[src/rtl/sgm_pkg.sv]
// ----------------------------------------------------------------------------
// sgm_pkg
// Shared types and codes of the stroke glyph to motion command converter.
// ----------------------------------------------------------------------------
`default_nettype none

package sgm_pkg;

  // Result command codes
  localparam logic [1:0] CMD_RETRACT   = 2'd0;
  localparam logic [1:0] CMD_PLUNGE    = 2'd1;
  localparam logic [1:0] CMD_XY_MOVE   = 2'd2;
  localparam logic [1:0] CMD_GLYPH_END = 2'd3;

  // Motion word codes of an XY move
  localparam logic [1:0] MW_MODAL = 2'd0;
  localparam logic [1:0] MW_RAPID = 2'd1;
  localparam logic [1:0] MW_FEED  = 2'd2;

  // Configuration register indexes (byte address is 4 * index)
  localparam int unsigned APB_ADDR_W = 5;
  localparam logic [2:0] REG_SCALE   = 3'd0;
  localparam logic [2:0] REG_ALIGN_X = 3'd1;
  localparam logic [2:0] REG_ALIGN_Y = 3'd2;
  localparam logic [2:0] REG_COS     = 3'd3;
  localparam logic [2:0] REG_SIN     = 3'd4;
  localparam logic [2:0] REG_ORG_X   = 3'd5;
  localparam logic [2:0] REG_ORG_Y   = 3'd6;

  // Stream widths that do not depend on parameters
  localparam int unsigned IN_TUSER_W  = 3;
  localparam int unsigned OUT_TUSER_W = 5;
  localparam int unsigned OUT_TDATA_W = 64;

  // Operand pair of the shared multiplier
  typedef enum logic [2:0] {
    MUL_GX,
    MUL_GY,
    MUL_COS_AX,
    MUL_SIN_AX,
    MUL_SIN_AY,
    MUL_COS_AY
  } mul_sel_e;

  typedef struct packed {
    logic [23:0] scale;
    logic [31:0] align_x;
    logic [31:0] align_y;
    logic [15:0] cos_rot;
    logic [15:0] sin_rot;
    logic [31:0] origin_x;
    logic [31:0] origin_y;
  } cfg_t;

  typedef struct packed {
    logic [1:0]  command;
    logic [1:0]  motion_word;
    logic        cut_feed;
    logic [31:0] out_x;
    logic [31:0] out_y;
    logic        last;
  } result_t;

  // Controller to datapath commands
  typedef struct packed {
    logic     accept;
    mul_sel_e mul_sel;
    logic     ld_px;
    logic     ld_py;
    logic     ld_ay;
    logic     accx_init;
    logic     accy_init;
    logic     accx_sub;
    logic     accy_add;
    logic     emit_pre;
    logic     emit_main;
  } ctrl_cmd_t;

  // Datapath to controller status
  typedef struct packed {
    logic in_segment;
    logic ending;
    logic pre_valid;
  } dp_status_t;

endpackage

`default_nettype wire

[src/rtl/sgm_cfg_regs.sv]
// ----------------------------------------------------------------------------
// sgm_cfg_regs
// APB register file holding scale, alignment, rotation and origin.
// ----------------------------------------------------------------------------
`default_nettype none

module sgm_cfg_regs (
  input  wire logic                           clk_i,
  input  wire logic                           rst_ni,
  input  wire logic                           psel,
  input  wire logic                           penable,
  input  wire logic                           pwrite,
  input  wire logic [sgm_pkg::APB_ADDR_W-1:0] paddr,
  input  wire logic [31:0]                    pwdata,
  output logic      [31:0]                    prdata,
  output logic                                pready,
  output sgm_pkg::cfg_t                       cfg_o
);
  import sgm_pkg::*;

  cfg_t       cfg_q;
  logic       wr_en;
  logic [2:0] reg_idx;

  assign pready  = 1'b1;
  assign wr_en   = psel & penable & pwrite & pready;
  assign reg_idx = paddr[APB_ADDR_W-1:2];
  assign cfg_o   = cfg_q;

  // Write on the access phase
  always_ff @(posedge clk_i or negedge rst_ni) begin
    if (!rst_ni) begin
      cfg_q.scale    <= 24'd65536;
      cfg_q.align_x  <= '0;
      cfg_q.align_y  <= '0;
      cfg_q.cos_rot  <= 16'd16384;
      cfg_q.sin_rot  <= '0;
      cfg_q.origin_x <= '0;
      cfg_q.origin_y <= '0;
    end else if (wr_en) begin
      case (reg_idx)
        REG_SCALE:   cfg_q.scale    <= pwdata[23:0];
        REG_ALIGN_X: cfg_q.align_x  <= pwdata;
        REG_ALIGN_Y: cfg_q.align_y  <= pwdata;
        REG_COS:     cfg_q.cos_rot  <= pwdata[15:0];
        REG_SIN:     cfg_q.sin_rot  <= pwdata[15:0];
        REG_ORG_X:   cfg_q.origin_x <= pwdata;
        REG_ORG_Y:   cfg_q.origin_y <= pwdata;
        default: ;
      endcase
    end
  end

  // Read back
  always_comb begin
    case (reg_idx)
      REG_SCALE:   prdata = {8'd0, cfg_q.scale};
      REG_ALIGN_X: prdata = cfg_q.align_x;
      REG_ALIGN_Y: prdata = cfg_q.align_y;
      REG_COS:     prdata = {16'd0, cfg_q.cos_rot};
      REG_SIN:     prdata = {16'd0, cfg_q.sin_rot};
      REG_ORG_X:   prdata = cfg_q.origin_x;
      REG_ORG_Y:   prdata = cfg_q.origin_y;
      default:     prdata = '0;
    endcase
  end

endmodule

`default_nettype wire

[src/rtl/sgm_ctrl.sv]
// ----------------------------------------------------------------------------
// sgm_ctrl
// Sequencer: steps the shared multiplier through scale and rotation and
// hands results to the output register.
// ----------------------------------------------------------------------------
`default_nettype none

module sgm_ctrl (
  input  wire logic                clk_i,
  input  wire logic                rst_ni,
  input  wire logic                in_valid_i,
  output logic                     in_ready_o,
  input  wire sgm_pkg::dp_status_t status_i,
  input  wire logic                slot_free_i,
  output sgm_pkg::ctrl_cmd_t       cmd_o
);
  import sgm_pkg::*;

  localparam logic [3:0] ST_IDLE = 4'd0;
  localparam logic [3:0] ST_MGX  = 4'd1;
  localparam logic [3:0] ST_MGY  = 4'd2;
  localparam logic [3:0] ST_PY   = 4'd3;
  localparam logic [3:0] ST_AY   = 4'd4;
  localparam logic [3:0] ST_R1   = 4'd5;
  localparam logic [3:0] ST_R2   = 4'd6;
  localparam logic [3:0] ST_R3   = 4'd7;
  localparam logic [3:0] ST_R4   = 4'd8;
  localparam logic [3:0] ST_PRE  = 4'd9;
  localparam logic [3:0] ST_MAIN = 4'd10;

  logic [3:0] state_q, state_d;

  assign in_ready_o = (state_q == ST_IDLE);

  // Next state and datapath commands
  always_comb begin
    state_d = state_q;
    cmd_o   = '0;
    case (state_q)
      ST_IDLE: begin
        if (in_valid_i) begin
          cmd_o.accept = 1'b1;
          if (status_i.in_segment) state_d = ST_MGX;
        end
      end
      ST_MGX: begin
        cmd_o.mul_sel = MUL_GX;
        state_d       = ST_MGY;
      end
      ST_MGY: begin
        cmd_o.mul_sel = MUL_GY;
        cmd_o.ld_px   = 1'b1;
        state_d       = ST_PY;
      end
      ST_PY: begin
        cmd_o.ld_py = 1'b1;
        if (status_i.ending) state_d = status_i.pre_valid ? ST_PRE : ST_MAIN;
        else                 state_d = ST_AY;
      end
      ST_AY: begin
        cmd_o.mul_sel = MUL_COS_AX;
        cmd_o.ld_ay   = 1'b1;
        state_d       = ST_R1;
      end
      ST_R1: begin
        cmd_o.mul_sel   = MUL_SIN_AX;
        cmd_o.accx_init = 1'b1;
        state_d         = ST_R2;
      end
      ST_R2: begin
        cmd_o.mul_sel   = MUL_SIN_AY;
        cmd_o.accy_init = 1'b1;
        state_d         = ST_R3;
      end
      ST_R3: begin
        cmd_o.mul_sel  = MUL_COS_AY;
        cmd_o.accx_sub = 1'b1;
        state_d        = ST_R4;
      end
      ST_R4: begin
        cmd_o.accy_add = 1'b1;
        state_d        = status_i.pre_valid ? ST_PRE : ST_MAIN;
      end
      ST_PRE: begin
        if (slot_free_i) begin
          cmd_o.emit_pre = 1'b1;
          state_d        = ST_MAIN;
        end
      end
      ST_MAIN: begin
        if (slot_free_i) begin
          cmd_o.emit_main = 1'b1;
          state_d         = ST_IDLE;
        end
      end
      default: state_d = ST_IDLE;
    endcase
  end

  always_ff @(posedge clk_i or negedge rst_ni) begin
    if (!rst_ni) state_q <= ST_IDLE;
    else         state_q <= state_d;
  end

endmodule

`default_nettype wire

[src/rtl/sgm_datapath.sv]
// ----------------------------------------------------------------------------
// sgm_datapath
// Cursor and segment state, one shared registered multiplier, saturating
// adders and the rotation accumulators.
// ----------------------------------------------------------------------------
`default_nettype none

module sgm_datapath #(
  parameter int unsigned GLYPH_COORD_BITS = 8,
  parameter int unsigned POSITION_BITS    = 32
) (
  input  wire logic                               clk_i,
  input  wire logic                               rst_ni,
  input  wire sgm_pkg::ctrl_cmd_t                 cmd_i,
  output sgm_pkg::dp_status_t                     status_o,
  input  wire sgm_pkg::cfg_t                      cfg_i,
  input  wire logic                               operation_i,
  input  wire logic                               draw_i,
  input  wire logic                               first_of_glyph_i,
  input  wire logic                               last_of_glyph_i,
  input  wire logic signed [GLYPH_COORD_BITS-1:0] glyph_x_i,
  input  wire logic signed [GLYPH_COORD_BITS-1:0] glyph_y_i,
  input  wire logic signed [31:0]                 line_start_x_i,
  input  wire logic signed [31:0]                 line_start_y_i,
  output sgm_pkg::result_t                        result_o
);
  import sgm_pkg::*;

  localparam int unsigned G  = GLYPH_COORD_BITS;
  localparam int unsigned P  = POSITION_BITS;
  localparam int unsigned MA = (P > G) ? P : G;         // multiplier operand A
  localparam int unsigned PW = MA + 25;                  // product
  localparam int unsigned SW = PW + 1;                   // product plus cursor
  localparam int unsigned LW = (P > 32) ? P : 32;        // wider of position and 32
  localparam int unsigned AW = LW + 1;                   // position plus alignment
  localparam int unsigned CW = ((PW + 2) > 48) ? (PW + 2) : 48;  // accumulators
  localparam int unsigned RW = CW - 14;                  // rounded rotation

  localparam logic signed [P-1:0] P_MAX     = {1'b0, {(P-1){1'b1}}};
  localparam logic signed [P-1:0] P_MIN     = {1'b1, {(P-1){1'b0}}};
  localparam logic signed [P-1:0] P_MIN_SYM = {1'b1, {(P-2){1'b0}}, 1'b1};

  // Saturate to the position range
  function automatic logic signed [P-1:0] sat_s(input logic signed [SW-1:0] v);
    if (v > SW'(P_MAX))      return P_MAX;
    else if (v < SW'(P_MIN)) return P_MIN;
    else                     return P'(v);
  endfunction

  function automatic logic signed [P-1:0] sat_l(input logic signed [LW-1:0] v);
    if (v > LW'(P_MAX))      return P_MAX;
    else if (v < LW'(P_MIN)) return P_MIN;
    else                     return P'(v);
  endfunction

  function automatic logic signed [P-1:0] sat_a(input logic signed [AW-1:0] v);
    if (v > AW'(P_MAX))          return P_MAX;
    else if (v < AW'(P_MIN_SYM)) return P_MIN_SYM;
    else                         return P'(v);
  endfunction

  function automatic logic signed [P-1:0] sat_r(input logic signed [RW-1:0] v);
    if (v > RW'(P_MAX))      return P_MAX;
    else if (v < RW'(P_MIN)) return P_MIN;
    else                     return P'(v);
  endfunction

  // Segment state
  logic signed [P-1:0] cursor_x_q, cursor_y_q;
  logic                prev_draw_q, have_prev_q, first_pend_q;
  logic                ending_q, pre_valid_q, pre_plunge_q;
  logic [1:0]          mw_q;
  logic signed [G-1:0] gx_q, gy_q;

  // Arithmetic registers
  logic signed [PW-1:0] prod_q;
  logic signed [P-1:0]  px_q, py_q, ax_q, ay_q;
  logic signed [CW-1:0] accx_q, accy_q;

  logic signed [MA-1:0] mul_a;
  logic signed [24:0]   mul_b;
  logic signed [PW-1:0] mul_res;
  logic signed [P-1:0]  py_d;
  logic signed [CW-1:0] bias_x, bias_y;
  logic signed [P-1:0]  ox_p, oy_p;
  logic signed [LW-1:0] ox_w, oy_w;
  logic                 hp_eff, fp_eff;

  assign status_o.in_segment = operation_i;
  assign status_o.ending     = ending_q;
  assign status_o.pre_valid  = pre_valid_q;

  // Operand select of the shared multiplier
  always_comb begin
    case (cmd_i.mul_sel)
      MUL_GX: begin
        mul_a = MA'(gx_q);
        mul_b = {1'b0, cfg_i.scale};
      end
      MUL_GY: begin
        mul_a = MA'(gy_q);
        mul_b = {1'b0, cfg_i.scale};
      end
      MUL_COS_AX: begin
        mul_a = MA'(ax_q);
        mul_b = 25'($signed(cfg_i.cos_rot));
      end
      MUL_SIN_AX: begin
        mul_a = MA'(ax_q);
        mul_b = 25'($signed(cfg_i.sin_rot));
      end
      MUL_SIN_AY: begin
        mul_a = MA'(ay_q);
        mul_b = 25'($signed(cfg_i.sin_rot));
      end
      MUL_COS_AY: begin
        mul_a = MA'(ay_q);
        mul_b = 25'($signed(cfg_i.cos_rot));
      end
      default: begin
        mul_a = '0;
        mul_b = '0;
      end
    endcase
  end

  assign mul_res = mul_a * mul_b;

  always_ff @(posedge clk_i) begin
    prod_q <= mul_res;
  end

  // Origin folded into the accumulator start, with the half-LSB rounding term
  assign bias_x = {RW'($signed(cfg_i.origin_x)), 14'h2000};
  assign bias_y = {RW'($signed(cfg_i.origin_y)), 14'h2000};

  assign py_d = sat_s(SW'(prod_q) + SW'(cursor_y_q));

  // Scale, align and rotate
  always_ff @(posedge clk_i) begin
    if (cmd_i.ld_px) px_q <= sat_s(SW'(prod_q) + SW'(cursor_x_q));
    if (cmd_i.ld_py) begin
      py_q <= py_d;
      ax_q <= sat_a(AW'(px_q) + AW'($signed(cfg_i.align_x)));
    end
    if (cmd_i.ld_ay)     ay_q   <= sat_a(AW'(py_q) + AW'($signed(cfg_i.align_y)));
    if (cmd_i.accx_init) accx_q <= CW'(prod_q) + bias_x;
    if (cmd_i.accx_sub)  accx_q <= accx_q - CW'(prod_q);
    if (cmd_i.accy_init) accy_q <= CW'(prod_q) + bias_y;
    if (cmd_i.accy_add)  accy_q <= accy_q + CW'(prod_q);
  end

  // Latch the segment fields on accept
  always_ff @(posedge clk_i) begin
    if (cmd_i.accept && operation_i) begin
      gx_q         <= glyph_x_i;
      gy_q         <= glyph_y_i;
      ending_q     <= last_of_glyph_i;
      pre_valid_q  <= hp_eff & (draw_i ^ prev_draw_q);
      pre_plunge_q <= draw_i;
      mw_q         <= fp_eff ? (draw_i ? MW_FEED : MW_RAPID) : MW_MODAL;
    end
  end

  assign hp_eff = have_prev_q & ~first_of_glyph_i;
  assign fp_eff = first_pend_q | first_of_glyph_i;

  // Cursor and pen history
  always_ff @(posedge clk_i or negedge rst_ni) begin
    if (!rst_ni) begin
      cursor_x_q   <= '0;
      cursor_y_q   <= '0;
      prev_draw_q  <= 1'b0;
      have_prev_q  <= 1'b0;
      first_pend_q <= 1'b1;
    end else begin
      if (cmd_i.accept) begin
        if (!operation_i) begin
          cursor_x_q   <= sat_l(LW'(line_start_x_i));
          cursor_y_q   <= sat_l(LW'(line_start_y_i));
          have_prev_q  <= 1'b0;
          first_pend_q <= 1'b1;
        end else begin
          prev_draw_q  <= draw_i;
          have_prev_q  <= ~last_of_glyph_i;
          first_pend_q <= last_of_glyph_i;
        end
      end
      // Advance the cursor at glyph end
      if (cmd_i.ld_py && ending_q) begin
        cursor_x_q <= px_q;
        cursor_y_q <= py_d;
      end
    end
  end

  // Round, saturate and narrow the rotated position
  assign ox_p = sat_r(RW'(accx_q >>> 14));
  assign oy_p = sat_r(RW'(accy_q >>> 14));
  assign ox_w = LW'(ox_p);
  assign oy_w = LW'(oy_p);

  // Result word for the output register
  always_comb begin
    result_o = '0;
    if (cmd_i.emit_pre) begin
      result_o.command = pre_plunge_q ? CMD_PLUNGE : CMD_RETRACT;
    end else if (ending_q) begin
      result_o.command = CMD_GLYPH_END;
      result_o.last    = 1'b1;
    end else begin
      result_o.command     = CMD_XY_MOVE;
      result_o.motion_word = mw_q;
      result_o.cut_feed    = pre_valid_q & pre_plunge_q;
      result_o.out_x       = ox_w[31:0];
      result_o.out_y       = oy_w[31:0];
      result_o.last        = 1'b1;
    end
  end

endmodule

`default_nettype wire

[src/rtl/sgm_out_reg.sv]
// ----------------------------------------------------------------------------
// sgm_out_reg
// Output register of the result stream; frees the sequencer while a
// result waits for the sink.
// ----------------------------------------------------------------------------
`default_nettype none

module sgm_out_reg (
  input  wire logic             clk_i,
  input  wire logic             rst_ni,
  input  wire logic             load_i,
  input  wire sgm_pkg::result_t result_i,
  output logic                  slot_free_o,
  output logic                  valid_o,
  input  wire logic             ready_i,
  output sgm_pkg::result_t      result_o
);
  import sgm_pkg::*;

  logic    valid_q;
  result_t data_q;

  assign slot_free_o = ~valid_q | ready_i;
  assign valid_o     = valid_q;
  assign result_o    = data_q;

  // Hold until the beat is taken
  always_ff @(posedge clk_i or negedge rst_ni) begin
    if (!rst_ni)          valid_q <= 1'b0;
    else if (load_i)      valid_q <= 1'b1;
    else if (ready_i)     valid_q <= 1'b0;
  end

  always_ff @(posedge clk_i) begin
    if (load_i) data_q <= result_i;
  end

endmodule

`default_nettype wire

[src/rtl/stroke_glyph_to_motion_commands.sv]
// ----------------------------------------------------------------------------
// stroke_glyph_to_motion_commands
// Turns stroke-font glyph segments into retract, plunge, XY move and
// glyph-end commands, scaling, aligning and rotating each point.
// ----------------------------------------------------------------------------
//  Channel   Direction  Beat
//  s_axis    in         cursor set or glyph segment (tlast = glyph end)
//  m_axis    out        one command (tlast = last of its segment)
//  APB       in/out     seven configuration registers at 4*index
//
//  A cursor set needs no multiplier pass. Glyph ends take the two scale passes
//  and other segments six passes through the single shared multiplier
//  (two scale, four rotation) and their accumulate steps.
//  A finished result waits in the output register; the next input beat is
//  taken meanwhile, and a stall only holds the sequencer at its emit step.
//  Reset restores the register defaults and the cursor to zero.
// ----------------------------------------------------------------------------
`default_nettype none

module stroke_glyph_to_motion_commands #(
  parameter int unsigned GLYPH_COORD_BITS = 8,
  parameter int unsigned POSITION_BITS    = 32
) (
  input  wire logic                              clk_i,
  input  wire logic                              rst_ni,
  // Input stream
  input  wire logic                              s_axis_tvalid,
  output logic                                   s_axis_tready,
  // glyph_x, glyph_y, line_start_x, line_start_y, zero fill
  input  wire logic [((2 * GLYPH_COORD_BITS + 64 + 7) / 8) * 8 - 1:0] s_axis_tdata,
  // operation, draw, first_of_glyph
  input  wire logic [sgm_pkg::IN_TUSER_W-1:0]    s_axis_tuser,
  input  wire logic                              s_axis_tlast,
  // Output stream
  output logic                                   m_axis_tvalid,
  input  wire logic                              m_axis_tready,
  // out_x, out_y
  output logic [sgm_pkg::OUT_TDATA_W-1:0]        m_axis_tdata,
  // command, motion_word, cut_feed
  output logic [sgm_pkg::OUT_TUSER_W-1:0]        m_axis_tuser,
  output logic                                   m_axis_tlast,
  // Configuration
  input  wire logic                              psel,
  input  wire logic                              penable,
  input  wire logic                              pwrite,
  input  wire logic [sgm_pkg::APB_ADDR_W-1:0]    paddr,
  input  wire logic [31:0]                       pwdata,
  output logic      [31:0]                       prdata,
  output logic                                   pready
);
  import sgm_pkg::*;

  localparam int unsigned G = GLYPH_COORD_BITS;

  cfg_t       cfg;
  ctrl_cmd_t  cmd;
  dp_status_t status;
  result_t    res_d, res_q;
  logic       slot_free;

  sgm_cfg_regs u_cfg (
    .clk_i   (clk_i),
    .rst_ni  (rst_ni),
    .psel    (psel),
    .penable (penable),
    .pwrite  (pwrite),
    .paddr   (paddr),
    .pwdata  (pwdata),
    .prdata  (prdata),
    .pready  (pready),
    .cfg_o   (cfg)
  );

  sgm_ctrl u_ctrl (
    .clk_i       (clk_i),
    .rst_ni      (rst_ni),
    .in_valid_i  (s_axis_tvalid),
    .in_ready_o  (s_axis_tready),
    .status_i    (status),
    .slot_free_i (slot_free),
    .cmd_o       (cmd)
  );

  sgm_datapath #(
    .GLYPH_COORD_BITS (GLYPH_COORD_BITS),
    .POSITION_BITS    (POSITION_BITS)
  ) u_dp (
    .clk_i            (clk_i),
    .rst_ni           (rst_ni),
    .cmd_i            (cmd),
    .status_o         (status),
    .cfg_i            (cfg),
    .operation_i      (s_axis_tuser[0]),
    .draw_i           (s_axis_tuser[1]),
    .first_of_glyph_i (s_axis_tuser[2]),
    .last_of_glyph_i  (s_axis_tlast),
    .glyph_x_i        ($signed(s_axis_tdata[G-1:0])),
    .glyph_y_i        ($signed(s_axis_tdata[2*G-1:G])),
    .line_start_x_i   ($signed(s_axis_tdata[2*G+31:2*G])),
    .line_start_y_i   ($signed(s_axis_tdata[2*G+63:2*G+32])),
    .result_o         (res_d)
  );

  sgm_out_reg u_out (
    .clk_i       (clk_i),
    .rst_ni      (rst_ni),
    .load_i      (cmd.emit_pre | cmd.emit_main),
    .result_i    (res_d),
    .slot_free_o (slot_free),
    .valid_o     (m_axis_tvalid),
    .ready_i     (m_axis_tready),
    .result_o    (res_q)
  );

  // Pack the result beat
  assign m_axis_tdata = {res_q.out_y, res_q.out_x};
  assign m_axis_tuser = {res_q.cut_feed, res_q.motion_word, res_q.command};
  assign m_axis_tlast = res_q.last;

endmodule

`default_nettype wire

[config.mk]
export PLATFORM = sky130hd
export DESIGN_NAME = stroke_glyph_to_motion_commands
export DESIGN_NICKNAME = d
export VERILOG_FILES = /design/src/rtl/sgm_pkg.sv /design/src/rtl/sgm_cfg_regs.sv /design/src/rtl/sgm_ctrl.sv /design/src/rtl/sgm_datapath.sv /design/src/rtl/sgm_out_reg.sv /design/src/rtl/stroke_glyph_to_motion_commands.sv
export SDC_FILE = /design/constraint.sdc
export NUM_CORES = 2
export LEC_CHECK = 0
export BUFFER_PORTS_ARGS = -buffer_cell sky130_fd_sc_hd__buf_2
export CAP_MARGIN = 0
export CORE_MARGIN = 4
export CORE_UTILIZATION = 34
export DETAILED_ROUTE_END_ITERATION = 8
export PLACE_DENSITY = 0.57
export REMOVE_ABC_BUFFERS = 1
export SYNTH_ARGS = -nofsm -noshare
export SYNTH_HDL_FRONTEND = slang
export SYNTH_SLANG_ARGS = --single-unit
export TNS_END_PERCENT = 30
[constraint.sdc]
create_clock -name clk_i -period 20.1 [get_ports clk_i]
set_input_delay 2.01 -clock clk_i [delete_from_list [all_inputs] [get_ports clk_i]]
set_output_delay 2.01 -clock clk_i [all_outputs]
set_load 0.03 [all_outputs]
==> metrics.log <==
[metrics] via count: 62600
[metrics] overall die area: 228000 sq um
[metrics] first-pass GRT wire length: 410 mm
[metrics] shortest period the worst path allows: 11.37 ns
[metrics] Worst Hold Slack: 0.495 ns
[metrics] unrepaired setup endpoints after global routing: no
[metrics] Max clock buf depth: 3
[metrics] number of max-slew violations in the final report: 0
[metrics] setup slack at placement: 8.88 ns
[metrics] combined area of all synthesized cells: 75000 sq um
[metrics] Root Driver: sky130_fd_sc_hd__clkbuf_16
[metrics] effective utilization at floorplan: 0.342
[metrics] cts bufs inserted: 76
[metrics] timing-limited maximum frequency: 0.0879 GHz
[metrics] Final ANT Viol Nets: 0
[metrics] Post-layout nets: 9885
[metrics] buffers added on ports: 229
[metrics] worst hold path endpoint: u_dp.have_prev_q
[metrics] area of placed instances: 79900 sq um
[metrics] share of post-route cells with drive strength above 1: 0.0991
[metrics] clock tree from TritonCTS: done
[metrics] register bit count reported by yosys: 649
[metrics] required time reported for the critical path endpoint: 20.69 ns
[metrics] critical path's largest stage delay: 0.74 ns
[metrics] Clock Pin Slew Worst Setup and Hold Paths: 0.06 ns
[metrics] critical path capture point type: register
[metrics] Final Setup Violations: 0
[metrics] global placer's final weighted congestion: 0.945
[metrics] Resized Gates After CTS: 0
[metrics] share of synthesized registers carrying an async set or reset: 0.394
[metrics] maximum fanout along the worst path: 44
[metrics] CTS sink count: 649
[metrics] worst slew margin relative to its limit: 0.117
[metrics] type of origin of the critical path: register
[metrics] width of the die: 478 um
[metrics] global-route total usage across every layer: 0.237
[metrics] Yosys cell types: 102
[metrics] setup total negative slack: 0 ns
[metrics] class of the tightest hold or removal check: register to register
[metrics] classification of the worst setup path: register to register
[metrics] largest net degree at the start of global routing: 74
[metrics] hold path start: u_dp.have_prev_q
[metrics] startpoint of the worst-slack reg-to-reg timing path: u_ctrl.state_q[1]
[metrics] vias in the first global route: 63500
[metrics] crit share post-route: 0.566
[metrics] count of cells along the worst register-to-register path: 34
[metrics] Worst path slowest cell: sky130_fd_sc_hd__clkinv_1
[metrics] IO Pins: 233
[metrics] final hold violation count: 0
[metrics] Syn-to-layout area delta: 10.3%
[metrics] post-layout worst setup margin: 8.73 ns
[metrics] sum of routed wire length over all layers: 275 mm
[metrics] core region area: 220000 sq um
[metrics] number of DRC violations after detailed-routing iteration 0: 5596
[metrics] biggest area contributors in the synthesized netlist: sky130_fd_sc_hd__fa_1 (22%), sky130_fd_sc_hd__edfxtp_1 (13%), sky130_fd_sc_hd__ha_1 (8.9%), sky130_fd_sc_hd__dfrtp_1 (8.4%), sky130_fd_sc_hd__inv_1 (5.0%)
[metrics] Max-cap violations: 0
[metrics] yosys warns: 0
[metrics] # DRC: 0
[metrics] number of synthesized flops with an enable pin: 336
[metrics] cells after synthesis: 8277
[metrics] Vert. Die Dim: 478 um
[metrics] average wire per cell in the routed design: 24.3 um
[metrics] measured slew at the worst slew-check pin: 1.32 ns
[metrics] Post-CTS Setup Inserts: 0
[metrics] vias per cell: 5.52
[metrics] number of rows in the core area: 172
[metrics] top cells by count, synth: sky130_fd_sc_hd__inv_1 (999), sky130_fd_sc_hd__nand2_1 (915), sky130_fd_sc_hd__nor2_1 (857), sky130_fd_sc_hd__fa_1 (827), sky130_fd_sc_hd__ha_1 (535)
[metrics] Avg Inst Size Synth: 9.07 sq um
[metrics] Congestion Overflow GR: 0
[metrics] Top FF cell, synth: sky130_fd_sc_hd__edfxtp_1
[metrics] Buf/Inv on CP: 9
[metrics] largest clock skew in the final design: 0.0795 ns
[metrics] Post-DP HPWL: 218 mm
[metrics] number of antenna violations at the first check in global routing: 25
[metrics] CTS Hold Bufs: 0
[metrics] top-count cell post-synth: sky130_fd_sc_hd__inv_1
[metrics] post-route cell area: 82700 sq um
[metrics] Reg-to-Reg End: u_dp.prod_q[56]
[metrics] H-tree lvl count: 3
[metrics] kind of cell adding the most delay to the critical path: adder cells
[metrics] Critical Path Most Common Cell: sky130_fd_sc_hd__fa_1
[metrics] sequential area share after synthesis: 0.235
[metrics] cell taking the most area after synthesis: sky130_fd_sc_hd__fa_1
[metrics] source-to-sink clock delay at the later pin of the worst-skew pair: 0.73 ns
[metrics] Pre-antenna DRT Iters: 5
[metrics] slack of the worst reg-to-reg path: 8.73 ns
[metrics] fraction of synthesized cell area taken by the top area cell type: 0.221
[metrics] critical path arrival: 11.96 ns
[metrics] outcome: complete, no violations
[metrics] worst hold stages: 2
worst register-to-register path, delay by kind of cell (launching register included):
kind	cells	cell delay [ns]
compound gates	11	3.32
fa+ha+maj	8	4.09
buf+inv	9	2.43
flops	1	0.36
mux	1	0.13
simple gates	5	0.96
per-stage QoR:
| stage | cells | utilization |
|---|---|---|
| after floorplan | 7934 | - |
| after global routing | 11300 | 0.377 |
| final | 11300 | 0.377 |
| after CTS | 11300 | 0.377 |
| after detailed placement | 11200 | 0.364 |
| after global placement | 11200 | 0.364 |
worst max-delay path by stage:
stage,end,depth (start not counted),from
after floorplan,u_dp.prod_q[56],28,u_ctrl.state_q[1]
after global placement,u_dp.prod_q[56],34,u_ctrl.state_q[1]
after detailed placement,u_dp.prod_q[56],34,u_ctrl.state_q[1]
after CTS,u_dp.prod_q[56],34,u_ctrl.state_q[1]
after global routing,u_dp.prod_q[56],34,u_ctrl.state_q[1]
final,u_dp.prod_q[56],34,u_ctrl.state_q[1]
placed cells by master, fill, tap and decap left out, types with 80 or more instances in the layout:
| master | instances |
|---|---|
| sky130_fd_sc_hd__a21o_1 | 230 |
| sky130_fd_sc_hd__a21oi_1 | 512 |
| sky130_fd_sc_hd__a31oi_1 | 80 |
| sky130_fd_sc_hd__buf_2 | 228 |
| sky130_fd_sc_hd__buf_4 | 154 |
| sky130_fd_sc_hd__dfrtp_1 | 252 |
| sky130_fd_sc_hd__edfxtp_1 | 336 |
| sky130_fd_sc_hd__fa_1 | 827 |
| sky130_fd_sc_hd__ha_1 | 535 |
| sky130_fd_sc_hd__inv_1 | 999 |
| sky130_fd_sc_hd__mux2_2 | 187 |
| sky130_fd_sc_hd__nand2_1 | 914 |
| sky130_fd_sc_hd__nand3_1 | 135 |
| sky130_fd_sc_hd__nor2_1 | 842 |
| sky130_fd_sc_hd__nor2b_1 | 87 |
| sky130_fd_sc_hd__o21ai_0 | 336 |
| sky130_fd_sc_hd__xnor2_1 | 227 |
| sky130_fd_sc_hd__xor2_1 | 162 |
kinds of logic after synthesis:
kind of cell    Yosys count  share of synthesized area
other cells               1                  0.0000500
buf+inv                1344                     0.0680
flops                   649                      0.235
fa+ha+maj              1413                      0.317
xor+xnor                391                     0.0456
simple gates           2433                      0.142
compound gates         1776                      0.152
mux                     270                     0.0400
area by class of cell:
type,count,area [sq um]
fillers,22200,137000
well taps,2871,3590
repair buffers,383,2310
multi-input cells,6284,52600
flip-flops and latches,649,17600
clock inverters,46,644
clock buffers,95,2110
diodes,16,40.0
inverters,1001,3760
metal layers:
metal,up-vias,part of all wire,global-route usage
li1,28300,-,-
met1,31400,0.43,0.318
met5,-,0,0
met3,467,0.066,0.0313
met2,2400,0.46,0.382
met4,0,0.049,0.106
sequential cells by signal, indices dropped and copies added, names as in the netlist, 8 cells and up:
signal,flops
u_cfg.cfg_o,184
u_out.result_o,69
u_dp.accx_q,59
u_dp.accy_q,59
u_dp.prod_q,57
u_dp.ax_q,32
u_dp.ay_q,32
u_dp.cursor_x_q,32
u_dp.cursor_y_q,32
u_dp.px_q,32
u_dp.py_q,32
u_dp.gx_q,8
u_dp.gy_q,8
Power is not shown: default switching activity piles up to over one toggle a cycle in this logic, so the estimate is an artifact.
